File: src/fpg_pkg.sv
// Package: shared types and constants for the frame peak gain analyzer.
package fpg_pkg;

  localparam int MAX_CHANNELS = 8;

  localparam int SAMPLE_W = 16;
  localparam int CH_W     = 3;
  localparam int CHN_W    = 4;
  localparam int FLEN_W   = 22;
  localparam int PVAL_W   = 15;
  localparam int GAIN_W   = 24;
  localparam int PEAK_W   = 16;
  localparam int FRAC_W   = 16;
  localparam int DIVD_W   = PVAL_W + FRAC_W;
  localparam int BITC_W   = $clog2(DIVD_W);
  localparam int ADDR_W   = 5;
  localparam int DATA_W   = 32;

  localparam logic [2:0] REG_CHANS    = 3'd0;
  localparam logic [2:0] REG_FRAME    = 3'd1;
  localparam logic [2:0] REG_COUPLED  = 3'd2;
  localparam logic [2:0] REG_PEAKVAL  = 3'd3;
  localparam logic [2:0] REG_MAXGAIN  = 3'd4;

  localparam logic [CHN_W-1:0]  RST_CHANS   = 4'd2;
  localparam logic [FLEN_W-1:0] RST_FRAME   = 22'd2048;
  localparam logic              RST_COUPLED = 1'b1;
  localparam logic [PVAL_W-1:0] RST_PEAKVAL = 15'd31130;
  localparam logic [GAIN_W-1:0] RST_MAXGAIN = 24'd655360;

  typedef struct packed {
    logic take;
    logic scan_init;
    logic scan_step;
    logic div_init;
    logic div_step;
    logic load_out;
    logic next_ch;
    logic clear;
  } cmd_t;

  typedef struct packed {
    logic frame_end;
    logic scan_last;
    logic div_last;
    logic out_taken;
    logic out_last;
  } status_t;

endpackage

File: src/fpg_ctrl.sv
// Controller: sequences sample intake, peak scan, gain division and result transfer.
module fpg_ctrl (
  input  logic             clk,
  input  logic             rst,
  input  logic             s_tvalid,
  output logic             s_tready,
  input  fpg_pkg::status_t st,
  output fpg_pkg::cmd_t    cmd
);

  localparam logic [2:0] S_IDLE  = 3'd0;
  localparam logic [2:0] S_SCAN  = 3'd1;
  localparam logic [2:0] S_START = 3'd2;
  localparam logic [2:0] S_DIV   = 3'd3;
  localparam logic [2:0] S_LOAD  = 3'd4;
  localparam logic [2:0] S_WAIT  = 3'd5;

  logic [2:0] state, state_next;

  always_ff @(posedge clk) begin
    if (rst) begin
      state <= S_IDLE;
    end else begin
      state <= state_next;
    end
  end

  always_comb begin
    state_next = state;
    cmd        = '0;
    s_tready   = 1'b0;
    case (state)
      S_IDLE: begin
        s_tready = 1'b1;
        if (s_tvalid) begin
          cmd.take = 1'b1;
          if (st.frame_end) begin
            cmd.scan_init = 1'b1;
            state_next    = S_SCAN;
          end
        end
      end
      S_SCAN: begin
        cmd.scan_step = 1'b1;
        if (st.scan_last) state_next = S_START;
      end
      S_START: begin
        cmd.div_init = 1'b1;
        state_next   = S_DIV;
      end
      S_DIV: begin
        cmd.div_step = 1'b1;
        if (st.div_last) state_next = S_LOAD;
      end
      S_LOAD: begin
        cmd.load_out = 1'b1;
        state_next   = S_WAIT;
      end
      S_WAIT: begin
        if (st.out_taken) begin
          if (st.out_last) begin
            cmd.clear  = 1'b1;
            state_next = S_IDLE;
          end else begin
            cmd.next_ch = 1'b1;
            state_next  = S_START;
          end
        end
      end
      default: begin
        state_next = S_IDLE;
      end
    endcase
  end

endmodule

File: src/fpg_datapath.sv
// Datapath: channel peaks, sample time counter, serial gain divider and output register.
module fpg_datapath #(
  parameter int MAX_CHANNELS = fpg_pkg::MAX_CHANNELS
) (
  input  logic                          clk,
  input  logic                          rst,
  input  logic [fpg_pkg::CHN_W-1:0]     channels_in_use,
  input  logic [fpg_pkg::FLEN_W-1:0]    frame_len,
  input  logic                          coupled,
  input  logic [fpg_pkg::PVAL_W-1:0]    peak_value,
  input  logic [fpg_pkg::GAIN_W-1:0]    max_gain,
  input  logic [fpg_pkg::SAMPLE_W-1:0]  in_sample,
  input  logic [fpg_pkg::CH_W-1:0]      in_channel,
  input  fpg_pkg::cmd_t                 cmd,
  output fpg_pkg::status_t              st,
  output logic                          out_valid,
  input  logic                          out_ready,
  output logic [fpg_pkg::CH_W-1:0]      out_channel,
  output logic [fpg_pkg::GAIN_W-1:0]    out_gain,
  output logic                          out_last
);

  localparam int IW = (MAX_CHANNELS > 1) ? $clog2(MAX_CHANNELS) : 1;

  logic [fpg_pkg::PEAK_W-1:0]   peak [MAX_CHANNELS];
  logic [fpg_pkg::FLEN_W-1:0]   count;
  logic [fpg_pkg::CH_W-1:0]     ch_idx;
  logic [fpg_pkg::PEAK_W-1:0]   shared;
  logic [fpg_pkg::PEAK_W-1:0]   divisor;
  logic [fpg_pkg::PEAK_W-1:0]   rem;
  logic [fpg_pkg::DIVD_W-1:0]   quot;
  logic [fpg_pkg::BITC_W-1:0]   bit_cnt;
  logic                         zero_peak;

  logic [fpg_pkg::CHN_W-1:0]    n;
  logic [fpg_pkg::CH_W-1:0]     last_ch;
  logic                         in_use;
  logic [fpg_pkg::PEAK_W-1:0]   mag;
  logic [fpg_pkg::CH_W-1:0]     rd_addr;
  logic [fpg_pkg::PEAK_W-1:0]   rd_peak;
  logic [fpg_pkg::PEAK_W-1:0]   sel_peak;
  logic [fpg_pkg::PEAK_W:0]     trial;
  logic                         trial_ok;
  logic [fpg_pkg::GAIN_W-1:0]   gain_val;

  always_comb begin
    if (channels_in_use == '0) begin
      n = fpg_pkg::CHN_W'(1);
    end else if (channels_in_use > fpg_pkg::CHN_W'(MAX_CHANNELS)) begin
      n = fpg_pkg::CHN_W'(MAX_CHANNELS);
    end else begin
      n = channels_in_use;
    end
  end

  assign last_ch = fpg_pkg::CH_W'(n - fpg_pkg::CHN_W'(1));
  assign in_use  = {1'b0, in_channel} < n;
  assign mag     = in_sample[fpg_pkg::SAMPLE_W-1] ? fpg_pkg::PEAK_W'(~in_sample + 1'b1)
                                                  : in_sample;

  assign rd_addr  = cmd.take ? in_channel : ch_idx;
  assign rd_peak  = peak[rd_addr[IW-1:0]];
  assign sel_peak = coupled ? shared : rd_peak;

  assign st.frame_end = in_use && (in_channel == last_ch) &&
                        ({1'b0, count} + 1'b1 >= {1'b0, frame_len});
  assign st.scan_last = ch_idx == last_ch;
  assign st.div_last  = bit_cnt == '0;
  assign st.out_taken = out_valid && out_ready;
  assign st.out_last  = out_last;

  always_ff @(posedge clk) begin
    if (rst || cmd.clear) begin
      for (int i = 0; i < MAX_CHANNELS; i++) peak[i] <= '0;
    end else if (cmd.take && in_use && mag > rd_peak) begin
      peak[in_channel[IW-1:0]] <= mag;
    end
  end

  always_ff @(posedge clk) begin
    if (rst || cmd.clear) begin
      count <= '0;
    end else if (cmd.take && in_use && in_channel == last_ch && !st.frame_end) begin
      count <= count + 1'b1;
    end
  end

  always_ff @(posedge clk) begin
    if (rst) begin
      ch_idx <= '0;
    end else if (cmd.scan_init) begin
      ch_idx <= '0;
    end else if (cmd.scan_step) begin
      ch_idx <= st.scan_last ? '0 : ch_idx + 1'b1;
    end else if (cmd.next_ch) begin
      ch_idx <= ch_idx + 1'b1;
    end
  end

  always_ff @(posedge clk) begin
    if (cmd.scan_init) begin
      shared <= '0;
    end else if (cmd.scan_step && rd_peak > shared) begin
      shared <= rd_peak;
    end
  end

  // restoring divide, one quotient bit per cycle
  assign trial    = {rem, quot[fpg_pkg::DIVD_W-1]};
  assign trial_ok = trial >= {1'b0, divisor};

  always_ff @(posedge clk) begin
    if (cmd.div_init) begin
      divisor   <= sel_peak;
      zero_peak <= sel_peak == '0;
      rem       <= '0;
      quot      <= {peak_value, fpg_pkg::FRAC_W'(0)};
      bit_cnt   <= fpg_pkg::BITC_W'(fpg_pkg::DIVD_W - 1);
    end else if (cmd.div_step) begin
      rem     <= trial_ok ? fpg_pkg::PEAK_W'(trial - {1'b0, divisor})
                          : trial[fpg_pkg::PEAK_W-1:0];
      quot    <= {quot[fpg_pkg::DIVD_W-2:0], trial_ok};
      bit_cnt <= bit_cnt - 1'b1;
    end
  end

  assign gain_val = (zero_peak || quot > fpg_pkg::DIVD_W'(max_gain))
                    ? max_gain : quot[fpg_pkg::GAIN_W-1:0];

  always_ff @(posedge clk) begin
    if (rst) begin
      out_valid <= 1'b0;
    end else if (cmd.load_out) begin
      out_valid <= 1'b1;
    end else if (out_ready) begin
      out_valid <= 1'b0;
    end
  end

  always_ff @(posedge clk) begin
    if (cmd.load_out) begin
      out_channel <= ch_idx;
      out_gain    <= gain_val;
      out_last    <= ch_idx == last_ch;
    end
  end

  a_gain_limit: assert property (@(posedge clk) disable iff (rst)
    out_valid |-> out_gain <= max_gain)
    else $error("gain above max_gain");

  a_clear_count: assert property (@(posedge clk) disable iff (rst)
    cmd.clear |=> count == '0 && peak[0] == '0)
    else $error("frame state not cleared");

  a_peak_range: assert property (@(posedge clk) disable iff (rst)
    peak[0] <= fpg_pkg::PEAK_W'(16'h8000))
    else $error("peak magnitude out of range");

  a_idle_count: assert property (@(posedge clk) disable iff (rst)
    cmd.take |-> !out_valid)
    else $error("sample transfer while a gain is pending");

endmodule

File: src/frame_peak_gain_analyzer_core.sv
// Top level: configuration registers, controller and datapath of the frame peak gain analyzer.
//
// Usage:
//   Samples enter on the s_ channel: s_tdata[15:0] = sample (signed Q1.15),
//   s_tuser[2:0] = channel. Gains leave on the m_ channel: m_tdata[23:0] =
//   gain (unsigned Q8.16), m_tuser[2:0] = out_channel, m_tlast = last gain.
//   Registers are written over the APB port at byte address 4*index.
// Sample intake and gain phase:
//   While no frame is closing a sample is taken every cycle (s_tready high).
//   The sample on the highest channel in use that closes a frame starts the
//   gain phase: a peak scan over the channels in use, then per channel a
//   setup state, the divider (one quotient bit per cycle), a load state and
//   a wait with the gain in the output register until it is taken; s_tready
//   is low throughout the gain phase.
// Reset:
//   Registers return to their defaults, peaks and sample time count clear.
// Stall:
//   A gain held by a low m_tready stays in place; the next channel's divide
//   starts only after its transfer.
module frame_peak_gain_analyzer_core #(
  parameter int MAX_CHANNELS = fpg_pkg::MAX_CHANNELS
) (
  input  logic                         clk,
  input  logic                         rst,
  input  logic                         s_tvalid,
  output logic                         s_tready,
  input  logic [15:0]                  s_tdata,   // sample
  input  logic [2:0]                   s_tuser,   // channel
  output logic                         m_tvalid,
  input  logic                         m_tready,
  output logic [23:0]                  m_tdata,   // gain
  output logic [2:0]                   m_tuser,   // out_channel
  output logic                         m_tlast,
  input  logic                         psel,
  input  logic                         penable,
  input  logic                         pwrite,
  input  logic [fpg_pkg::ADDR_W-1:0]   paddr,
  input  logic [fpg_pkg::DATA_W-1:0]   pwdata,
  output logic [fpg_pkg::DATA_W-1:0]   prdata,
  output logic                         pready
);

  logic [fpg_pkg::CHN_W-1:0]  channels_in_use;
  logic [fpg_pkg::FLEN_W-1:0] frame_len;
  logic                       coupled;
  logic [fpg_pkg::PVAL_W-1:0] peak_value;
  logic [fpg_pkg::GAIN_W-1:0] max_gain;
  logic [2:0]                 reg_idx;
  logic                       wr_en;
  fpg_pkg::cmd_t              cmd;
  fpg_pkg::status_t           st;

  assign pready  = 1'b1;
  assign reg_idx = paddr[4:2];
  assign wr_en   = psel && penable && pwrite && pready;

  always_ff @(posedge clk) begin
    if (rst) begin
      channels_in_use <= fpg_pkg::RST_CHANS;
      frame_len       <= fpg_pkg::RST_FRAME;
      coupled         <= fpg_pkg::RST_COUPLED;
      peak_value      <= fpg_pkg::RST_PEAKVAL;
      max_gain        <= fpg_pkg::RST_MAXGAIN;
    end else if (wr_en) begin
      case (reg_idx)
        fpg_pkg::REG_CHANS:   channels_in_use <= pwdata[fpg_pkg::CHN_W-1:0];
        fpg_pkg::REG_FRAME:   frame_len       <= pwdata[fpg_pkg::FLEN_W-1:0];
        fpg_pkg::REG_COUPLED: coupled         <= pwdata[0];
        fpg_pkg::REG_PEAKVAL: peak_value      <= pwdata[fpg_pkg::PVAL_W-1:0];
        fpg_pkg::REG_MAXGAIN: max_gain        <= pwdata[fpg_pkg::GAIN_W-1:0];
        default: ;
      endcase
    end
  end

  always_comb begin
    case (reg_idx)
      fpg_pkg::REG_CHANS:   prdata = fpg_pkg::DATA_W'(channels_in_use);
      fpg_pkg::REG_FRAME:   prdata = fpg_pkg::DATA_W'(frame_len);
      fpg_pkg::REG_COUPLED: prdata = fpg_pkg::DATA_W'(coupled);
      fpg_pkg::REG_PEAKVAL: prdata = fpg_pkg::DATA_W'(peak_value);
      fpg_pkg::REG_MAXGAIN: prdata = fpg_pkg::DATA_W'(max_gain);
      default:              prdata = '0;
    endcase
  end

  fpg_ctrl u_ctrl (
    .clk      (clk),
    .rst      (rst),
    .s_tvalid (s_tvalid),
    .s_tready (s_tready),
    .st       (st),
    .cmd      (cmd)
  );

  fpg_datapath #(
    .MAX_CHANNELS (MAX_CHANNELS)
  ) u_datapath (
    .clk             (clk),
    .rst             (rst),
    .channels_in_use (channels_in_use),
    .frame_len       (frame_len),
    .coupled         (coupled),
    .peak_value      (peak_value),
    .max_gain        (max_gain),
    .in_sample       (s_tdata),
    .in_channel      (s_tuser),
    .cmd             (cmd),
    .st              (st),
    .out_valid       (m_tvalid),
    .out_ready       (m_tready),
    .out_channel     (m_tuser),
    .out_gain        (m_tdata),
    .out_last        (m_tlast)
  );

endmodule

File: config.mk
export PLATFORM = sky130hd
export DESIGN_NAME = frame_peak_gain_analyzer_core
export DESIGN_NICKNAME = d
export VERILOG_FILES = /design/src/fpg_pkg.sv /design/src/fpg_ctrl.sv /design/src/fpg_datapath.sv /design/src/frame_peak_gain_analyzer_core.sv
export SDC_FILE = /design/constraint.sdc
export NUM_CORES = 1
export LEC_CHECK = 0
export BUFFER_PORTS_ARGS = -buffer_cell sky130_fd_sc_hd__buf_2
export CAP_MARGIN = 20
export CORE_MARGIN = 3
export CORE_UTILIZATION = 61
export CTS_CLUSTER_DIAMETER = 120
export DETAILED_ROUTE_END_ITERATION = 6
export GPL_TIMING_DRIVEN = 0
export HOLD_SLACK_MARGIN = 0.1
export PLACE_DENSITY = 0.84
export SYNTH_ARGS = -nofsm -noshare
export SYNTH_HDL_FRONTEND = slang
export SYNTH_SLANG_ARGS = --single-unit
File: constraint.sdc
create_clock -name clk -period 5.7 [get_ports clk]
set_input_delay 0.285 -clock clk [delete_from_list [all_inputs] [get_ports clk]]
set_output_delay 0.285 -clock clk [all_outputs]
set_load 0.01 [all_outputs]
* Word-level counts from Yosys, hierarchy flattened
Memories as Yosys holds them, arrays and structs flattened.
Cells that the tools add are included.
** Word-level totals
- Register bits after elaboration :: 208
- Bits in latches :: 0
- Memory bits (writable) :: 128
- Memory bits (read-only) :: 0
- Output and inout bits :: 63
- Memories :: 1
** Operators by class
- Add/sub/neg operators :: 7
- Multipliers :: 0
- Div/mod/pow operators :: 0
- Magnitude comparators :: 7
- Equal/unequal tests :: 16
- Shifts and indexed selects :: 0
- Mux-type cells :: 42
- Bitwise gates (word level) :: 1
- Reduce and logical (&&, ||, !) cells :: 29
** Memory list
- u_datapath.peak :: words 8, width 16, rd ports 1, clocked after memory_dff 0, write ports 8, line fpg_datapath.sv:25 : logic [fpg_pkg::PEAK_W-1:0] peak [MAX_CHANNELS];
** Operator list (count)
- $pmux W24 S5 :: 1
- $mux W16 :: 4
- $mux W31 :: 2
- $gt A16 B16 Y1 :: 2
- $gt A31 B24 Y1 :: 1
- $mux W3 :: 10
- $mux W24 :: 1
- $add A22 B1 Y23 const B :: 1
- $ge A23 B22 Y1 :: 1
- $add A22 B1 Y22 const B :: 1
- $pmux W3 S6 :: 1
- $ge A17 B16 Y1 :: 1
- $add A16 B1 Y16 const B :: 1
- $logic_not A16 Y1 :: 1
- $mux W1 :: 16
- $not A16 Y16 :: 1
- $reduce_or A16 Y1 :: 1
- $sub A16 B16 Y16 :: 1
- $eq A3 B2 Y1 const B :: 4
- $logic_and A1 B1 Y1 :: 10
- $mux W2 :: 5
- $reduce_and A2 Y1 :: 5
- $eq A3 B3 Y1 const B :: 3
- $mux W4 :: 2
- 17 further kinds :: 26

* Longest topological paths before layout
Gate-level depths: netlist of the first run.
An unclocked memory read counts as a cell.
- Depth in word-level cells :: 19
- Depth in mapped cells :: 20

* Hierarchy
From an unflattened synthesis of the first run, not the netlist that was laid out.
** Second synthesis, totals
- Cell total of the unflattened synthesis :: 2028
- Area total of the unflattened synthesis :: 19074.5 µm²
** By module, submodules not included
- fpg_datapath :: instances 1, cells an instance 1607, area an instance 15392.3 µm², seq. area each 7226.9 µm²
- frame_peak_gain_analyzer_core :: instances 1, cells an instance 386, area an instance 3388.2 µm², seq. area each 1321.3 µm²
- fpg_ctrl :: instances 1, cells an instance 35, area an instance 294.0 µm², seq. area each 60.1 µm²

* Worst setup path before layout of the first run
No wires, ideal clock.
- Kind :: register to register
- From :: register u_ctrl.state[0]
- To :: memory u_datapath.peak[0][0] (netlist bit), enable pin
- Arrival :: 4.711 ns
- Data required time :: 5.328 ns
- Slack :: 0.617 ns
- Stages on the path, launching flop included :: 18
- Path buffers :: 5
- Clock period less this slack :: 5.083 ns
- Cell sequence :: dfxtp_1 -> buf_6 -> nor4b_4 -> mux2i_1 -> buf_6 -> buf_4 -> buf_4 -> mux2i_1 -> a221oi_1 -> inv_1 -> ha_1 -> and4_1 -> or3b_2 -> nor3_1 -> nor4_1 -> nand4b_1 -> clkbuf_1 -> nand2_1
** RTL lines
- start, declared :: line fpg_ctrl.sv:18 : logic [2:0] state, state_next;
- start signal, assigned :: line fpg_ctrl.sv:24 : state <= state_next;
- end, declared :: line fpg_datapath.sv:25

==> flow_metrics.py, run 1 <==
metrics = {
    "grt": {
        "grt_pass1_vias": 15999,
        "grt_max_degree": 17,
        "grtUsageTotal": 0.308,
        "grt_antenna_before_repair": 0,
        "grt_pass1_wl_mm": 82.5,
        "overflow": 0,
    },
    "critical_path": {
        "start_kind": "flop",
        "timing.rr.start": "u_ctrl.state[2]$_SDFFE_PP0P_",
        "cp_max_fo": 16,
        "worstReg2RegEnd": "u_datapath.peak[4][3]$_SDFFCE_PN0P_",
        "crit_chain": "nor4b_4, mux2i_2, buf_6, buf_4, buf_4, mux2i_1, mux2i_1, mux2_2, inv_1, ha_1, nand4_1, or3b_2, nor3_2, nor4_4, nand4_1, clkbuf_2, nand2_2",
        "slowest_stage": "or3b_2",
        "r2r_cells": 17,
        "end_kind": "flop",
        "worstPathRequired_ns": 5.84,
        "worstPathArrival_ns": 5.64,
        "r2r_slack_ns": 0.21,
        "slowest_delay_ns": 0.50,
        "criticalPathCategory": "reg2reg",
    },
    "synthesis": {
        "ys_async_sr_fraction": 0,
        "ys_seq_area_frac": 0.462,
        "netlist_top_cells_area": "edfxtp_1 30%, dfxtp_1 16%, ha_1 6.8%",
        "synth_top_area_cell": "edfxtp_1",
        "yosysMostFrequentCell": "nand2_1",
        "ys_seq_elements": 336,
        "synth_flop_cell": "edfxtp_1",
        "synthTopCellsByCount": "250 x nand2_1, 243 x nor2_1, 188 x edfxtp_1, 148 x dfxtp_1, 130 x inv_1",
        "synth_cells": 2004,
        "synth_warnings": 0,
        "synth_edf_count": 188,
        "syn-cell-area_um2": 18600,
        "ys_types": 74,
        "synth_top_area_share": 0.303,
        "synth.avg_cell_area_um2": 9.30,
    },
    "clock_network": {
        "cts_sinks": 336,
        "cts_buffers": 36,
        "cts-root-buf": "clkbuf_16",
        "htree_levels": 2,
        "clock_latency_ns": 0.53,
        "clockBufferDepth": 3,
        "cts.clk_slew.worst_paths_ns": 0.07,
        "cts_tree": "built",
    },
    "route": {
        "drtPass1Iterations": 6,
        "ant_nets": 0,
        "vias_per_cell": 6.38,
        "wl_per_cell_um": 20.0,
        "vias": 16647,
        "wirelength_mm": 52.3,
        "drt-initial-drc-count": 2150,
        "drc_errors": 0,
    },
    "layout": {
        "regArea_um2": 8610,
        "fin_nets": 2357,
        "fill_cells": 2044,
        "finalNonFillerCells": 2609,
        "layout-drive-gt1-share": 0.120,
        "area_growth_syn_to_layout_pct": 14.8,
        "diodes": 0,
        "multi_input_area_um2": 9170,
    },
    "timing": {
        "setup_slack_ns": 0.207,
        "drv_slew": 0,
        "fin_crit_sh": 0.964,
        "hold_viol_final": 0,
        "setup_viol": 0,
        "period_needed_ns": 5.49,
        "hold-worst-slack_ns": 0.123,
        "worst_pin_slew_ns": 1.08,
        "fmax_mhz": 182,
        "tns_ns": 0,
        "max-slew-margin-rel": 0.280,
        "rsz0062_at_grt": "no",
        "skew_ns": 0.0293,
    },
    "floorplanning": {
        "die_w_um": 181,
        "die_h_um": 181,
        "num_rows": 63,
        "core_um2": 29900,
        "start_util": 0.624,
        "dieArea_um2": 32700,
        "io_pins": 126,
    },
    "placed_design": {
        "gp_congestion": 0.973,
        "dp_slack_ns": -1.20,
        "post-place-cells": 2511,
        "io_buffers": 106,
        "place_hpwl_mm": 36.9,
    },
    "status": {
        "outcome": "completed",
    },
    "hold_path": {
        "hold_path_end": "peak_value[3]$_SDFFE_PP1P_",
        "hp-start": "pwdata[3]",
        "min_path_type": "in2reg",
        "worstHoldPathCells": 3,
    },
    "run": {
        "cap_violations": 0,
    },
    "pwr": {
        "p_per_area_nw_per_um2": 267,
        "p_leak_uw": 0.00876,
        "peakVddDrop_v": 0.000295,
    },
}
-- placed cells by master (no fill, tap or decap), types with 25 or more instances in the layout --
| cell type | synthesis | layout |
|---|---|---|
| nand3_1 | 72 | 71 |
| inv_1 | 130 | 130 |
| nand2_1 | 250 | 242 |
| edfxtp_1 | 188 | 188 |
| o22ai_1 | 26 | 26 |
| nand4_1 | 26 | 26 |
| ha_1 | 102 | 102 |
| mux2_2 | 27 | 27 |
| clkbuf_1 | 86 | 86 |
| a31oi_1 | 32 | 32 |
| dfxtp_1 | 148 | 148 |
| clkbuf_16 | 0 | 39 |
| nor2_1 | 243 | 243 |
| buf_2 | 3 | 109 |
| a21oi_1 | 111 | 111 |
| xor2_1 | 25 | 25 |
| o311ai_0 | 27 | 27 |
| mux2i_1 | 99 | 98 |
| o21ai_0 | 67 | 67 |
| nand2b_1 | 40 | 40 |
-- state kept, by name, indices dropped and copies added, names as in the netlist, 22 cells and up --
register             cells
u_datapath.peak        128
u_datapath.quot         31
max_gain                24
u_datapath.out_gain     24
frame_len               22
u_datapath.count        22
-- worst max path at each step --
stage	start	to	slack (ns)	cells past startpoint
floorplan	u_ctrl.state[0]$_SDFFE_PP0P_	u_datapath.peak[0][0]$_SDFFCE_PN0P_	0.62	17
global placement	u_ctrl.state[2]$_SDFFE_PP0P_	u_datapath.peak[4][4]$_SDFFCE_PN0P_	-0.98	16
detailed placement	u_ctrl.state[2]$_SDFFE_PP0P_	u_datapath.peak[4][4]$_SDFFCE_PN0P_	-1.20	16
CTS	u_ctrl.state[0]$_SDFFE_PP0P_	u_datapath.peak[5][6]$_SDFFCE_PN0P_	0.11	17
global route	u_datapath.count[0]$_SDFFE_PP0P_	u_datapath.count[16]$_SDFFE_PP0P_	0.04	16
finish	u_ctrl.state[2]$_SDFFE_PP0P_	u_datapath.peak[4][3]$_SDFFCE_PN0P_	0.21	17
-- worst max-delay path, delay by kind of cell, from the launching register on --
family                   cells  cell delay [ns]
adder cells (fa/ha/maj)      1             0.31
buffers and inverters        5             1.10
flip-flops                   1             0.40
multiplexers                 4             1.22
AND/OR/NAND/NOR              7             2.04
-- cell families after synthesis --
family | Yosys count | share of synthesized area
flip-flops | 336 | 0.462
multiplexers | 129 | 0.0722
AO/OA/AOI/OAI | 398 | 0.138
other | 2 | 0.000403
AND/OR/NAND/NOR | 738 | 0.179
adder cells (fa/ha/maj) | 103 | 0.0695
buffers and inverters | 248 | 0.0548
XOR/XNOR | 50 | 0.0242
-- stage by stage --
step	total power, uW	utilization	area (um2)
global placement	3240	0.659	19700
floorplan	3080	-	18700
global route	5860	0.716	21400
CTS	5680	0.715	21400
finish	5710	0.716	21400
detailed placement	3270	0.660	19700
-- per-layer routing --
layer  global-route usage  share of wire  vias to the layer above
met5                    0              0                        -
met4                0.142          0.048                        0
met3               0.0594           0.11                      215
met2                0.503           0.47                     1095
met1                0.399           0.38                     7812
li1                     -              -                     7525
-- area by class of cell --
cell class                 count  share of cell area
buffer                       115              0.0249
clock buffer                  50              0.0485
clock inverter                16             0.00918
inverter                     133              0.0233
multi-input combinational   1427               0.428
sequential                   336               0.402
tap                          390              0.0228
timing repair buffer         142              0.0406
-- where the power goes --
group / total (uW) / internal [uW] / switching [uW]
Combinational: 602 / 223 / 379
Clock: 2440 / 1460 / 976
Sequential: 2670 / 2620 / 43.8
-- timing repair --
item | 4_1_cts | 5_1_grt
endpoints found under the hold margin | 61 | 0
hold buffers | 24 | 0
pin swaps | 3 | 0
gates cloned | 0 | 0
endpoints found under the setup margin | 256 | 130
setup buffers | 7 | 0
resized for setup | 29 | 6
Power figures use the tool's default switching activity.
==> run 2, diff against run 1 <==
- PLACE_DENSITY: 0.84 -> 0.89
==> run 2 against run 1 <==
  * Fmax is 2.2% lower
  * Register-to-register slack worse by 0.12 ns
  * Non-clock buffer count rose by 2
  * Via count grew 0.71%
  * Sequential cell count unchanged
  * Cell area is 0.13% lower
  * Routed wire length increased by 1.8%
  * Worst hold slack gained 0.029 ns
  * Count of clock-buffer cells in the layout up 3
  * Cell count did not move
  * Die area stayed put
==> flow_metrics.py, run 2 (synthesis results as in run 1) <==
metrics = {
    "floorplanning": {
        "die_h_um": 181,
        "start_util": 0.624,
        "num_rows": 63,
        "core_um2": 29900,
        "dieArea_um2": 32700,
        "die_w_um": 181,
        "io_pins": 126,
    },
    "clock_network": {
        "htree_levels": 2,
        "cts_buffers": 36,
        "cts-root-buf": "clkbuf_16",
        "clock_latency_ns": 0.54,
        "cts_tree": "built",
        "cts.clk_slew.worst_paths_ns": 0.06,
        "clockBufferDepth": 3,
        "cts_sinks": 336,
    },
    "timing": {
        "tns_ns": 0,
        "drv_slew": 0,
        "fin_crit_sh": 0.985,
        "fmax_mhz": 178,
        "max-slew-margin-rel": 0.227,
        "hold-worst-slack_ns": 0.152,
        "setup_viol": 0,
        "worst_pin_slew_ns": 1.16,
        "skew_ns": 0.0284,
        "hold_viol_final": 0,
        "period_needed_ns": 5.62,
    },
    "critical_path": {
        "start_kind": "flop",
        "slowest_stage": "a221oi_1",
        "cp_max_fo": 16,
        "cpMostUsedCell": "inv_1",
        "end_kind": "flop",
        "worstPathArrival_ns": 5.80,
        "path_buf_inv": 5,
        "timing.rr.start": "u_ctrl.state[0]$_SDFFE_PP0P_",
        "critPathTopFamily": "simple AND/OR/NAND/NOR gates",
        "crit_chain": "buf_6, nor4b_4, mux2i_1, nand2b_1, o22ai_1, a221oi_1, inv_1, ha_1, inv_1, or3b_2, nor3_2, nor4_1, buf_2, nand4b_1, clkbuf_2, nand2_4",
        "slowest_delay_ns": 0.91,
        "startpoint": "u_ctrl.state[0]$_SDFFE_PP0P_",
        "worstPathRequired_ns": 5.89,
        "criticalPathCategory": "reg2reg",
    },
    "route": {
        "dr_wl_met3_mm": 5.68,
        "wl_met2_mm": 24.7,
        "vias_per_cell": 6.43,
        "top_layer": "met4",
        "vias": 16766,
        "drtPass1Iterations": 6,
        "drt-met1-wl_mm": 20.1,
        "ant_nets": 0,
        "drt-initial-drc-count": 2194,
        "wl_per_cell_um": 20.4,
        "wirelength_mm": 53.2,
        "drc_errors": 0,
    },
    "pwr": {
        "p_total_uw": 5580,
        "p_leak_uw": 0.00873,
        "p_per_area_nw_per_um2": 261,
        "peakVddDrop_v": 0.000295,
    },
    "placed_design": {
        "gp_congestion": 0.991,
        "place_hpwl_mm": 37.5,
        "post-place-cells": 2512,
        "io_buffers": 106,
    },
    "layout": {
        "layout_commonest_cell": "nor2_1",
        "final_cell_mix": "243 x nor2_1, 242 x nand2_1, 188 x edfxtp_1",
        "reg_top3": "u_datapath.peak (128), u_datapath.quot (31)",
        "area_growth_syn_to_layout_pct": 14.7,
        "finalNonFillerCells": 2609,
        "largest_reg_flops": 128,
        "layout-drive-gt1-share": 0.118,
        "diodes": 0,
        "largest_register": "u_datapath.peak",
        "fin_util": 0.716,
        "fin_nets": 2359,
    },
    "run": {
        "cap_violations": 0,
    },
    "grt": {
        "grt_pass1_wl_mm": 84.9,
        "grt_max_degree": 17,
        "overflow": 0,
        "grt_antenna_before_repair": 0,
        "grt_pass1_vias": 16231,
        "grtUsageTotal": 0.315,
    },
    "status": {
        "outcome": "completed",
    },
    "hold_path": {
        "hp-start": "s_tvalid",
        "min_path_type": "in2reg",
    },
}
-- run 2: cell count changes in the layout (fill, tap and decap cells not counted), sizes merged --
cell,change
clkinvlp,-1
clkinv,-4
dlygate4sd3,+1
clkbuf,+2
buf,+2
bufinv,-3
inv,+3
-- run 2: per-layer routing --
metal / GRT usage / up-vias
met4: 0.151 / 0
met3: 0.0493 / 255
met1: 0.411 / 7803
li1: - / 7526
met5: 0 / -
met2: 0.517 / 1182
-- run 2: report_power, final --
part | internal, uW | switching, uW
sequential | 2620 | 43.7
clock | 1300 | 994
combinational | 228 | 387
-- run 2: stage by stage --
stage	area [um2]	setup slack, ns
2_1_floorplan	18700	0.617
3_3_place_gp	19700	-1.03
3_5_place_dp	19700	-0.890
4_1_cts	21300	0.0259
5_1_grt	21400	-0.00796
6_report	21400	0.0829
-- run 2: worst reg2reg max path: cells and delay by family (launching register included) --
kind	cells	cell delay, ns
AND/OR/NAND/NOR	7	2.14
AO/OA/AOI/OAI	2	1.02
buffers and inverters	5	0.90
multiplexers	1	0.54
adder cells (fa/ha/maj)	1	0.37
flip-flops	1	0.31
-- run 2: layout make-up --
cell class / instances / area [um2]
multi-input cells: 1427 / 9220
flip-flops and latches: 336 / 8610
fillers: 1980 / 8500
clock buffers: 53 / 1020
repair buffers: 144 / 881
plain buffers: 115 / 538
inverters: 133 / 499
well taps: 390 / 488
clock inverters: 11 / 121
-- run 2: final timing paths --
path	endpoint	cells after the start	slack, ns
worst max-delay path	u_datapath.peak[2][4]$_SDFFCE_PN0P_	16	0.08
worst min-delay path	u_ctrl.state[0]$_SDFFE_PP0P_	3	0.15
worst max register to register	u_datapath.peak[2][4]$_SDFFCE_PN0P_	16	0.08
worst min register to register	u_datapath.bit_cnt[4]$_SDFFE_PP1N_	1	0.47
-- run 2: repair_timing --
action	4_1_cts	5_1_grt
setup buffers	4	3
hold endpoints to repair	63	0
pin swaps	3	4
endpoints found under the setup margin	200	168
gates resized for setup	30	17
hold buffers	25	0
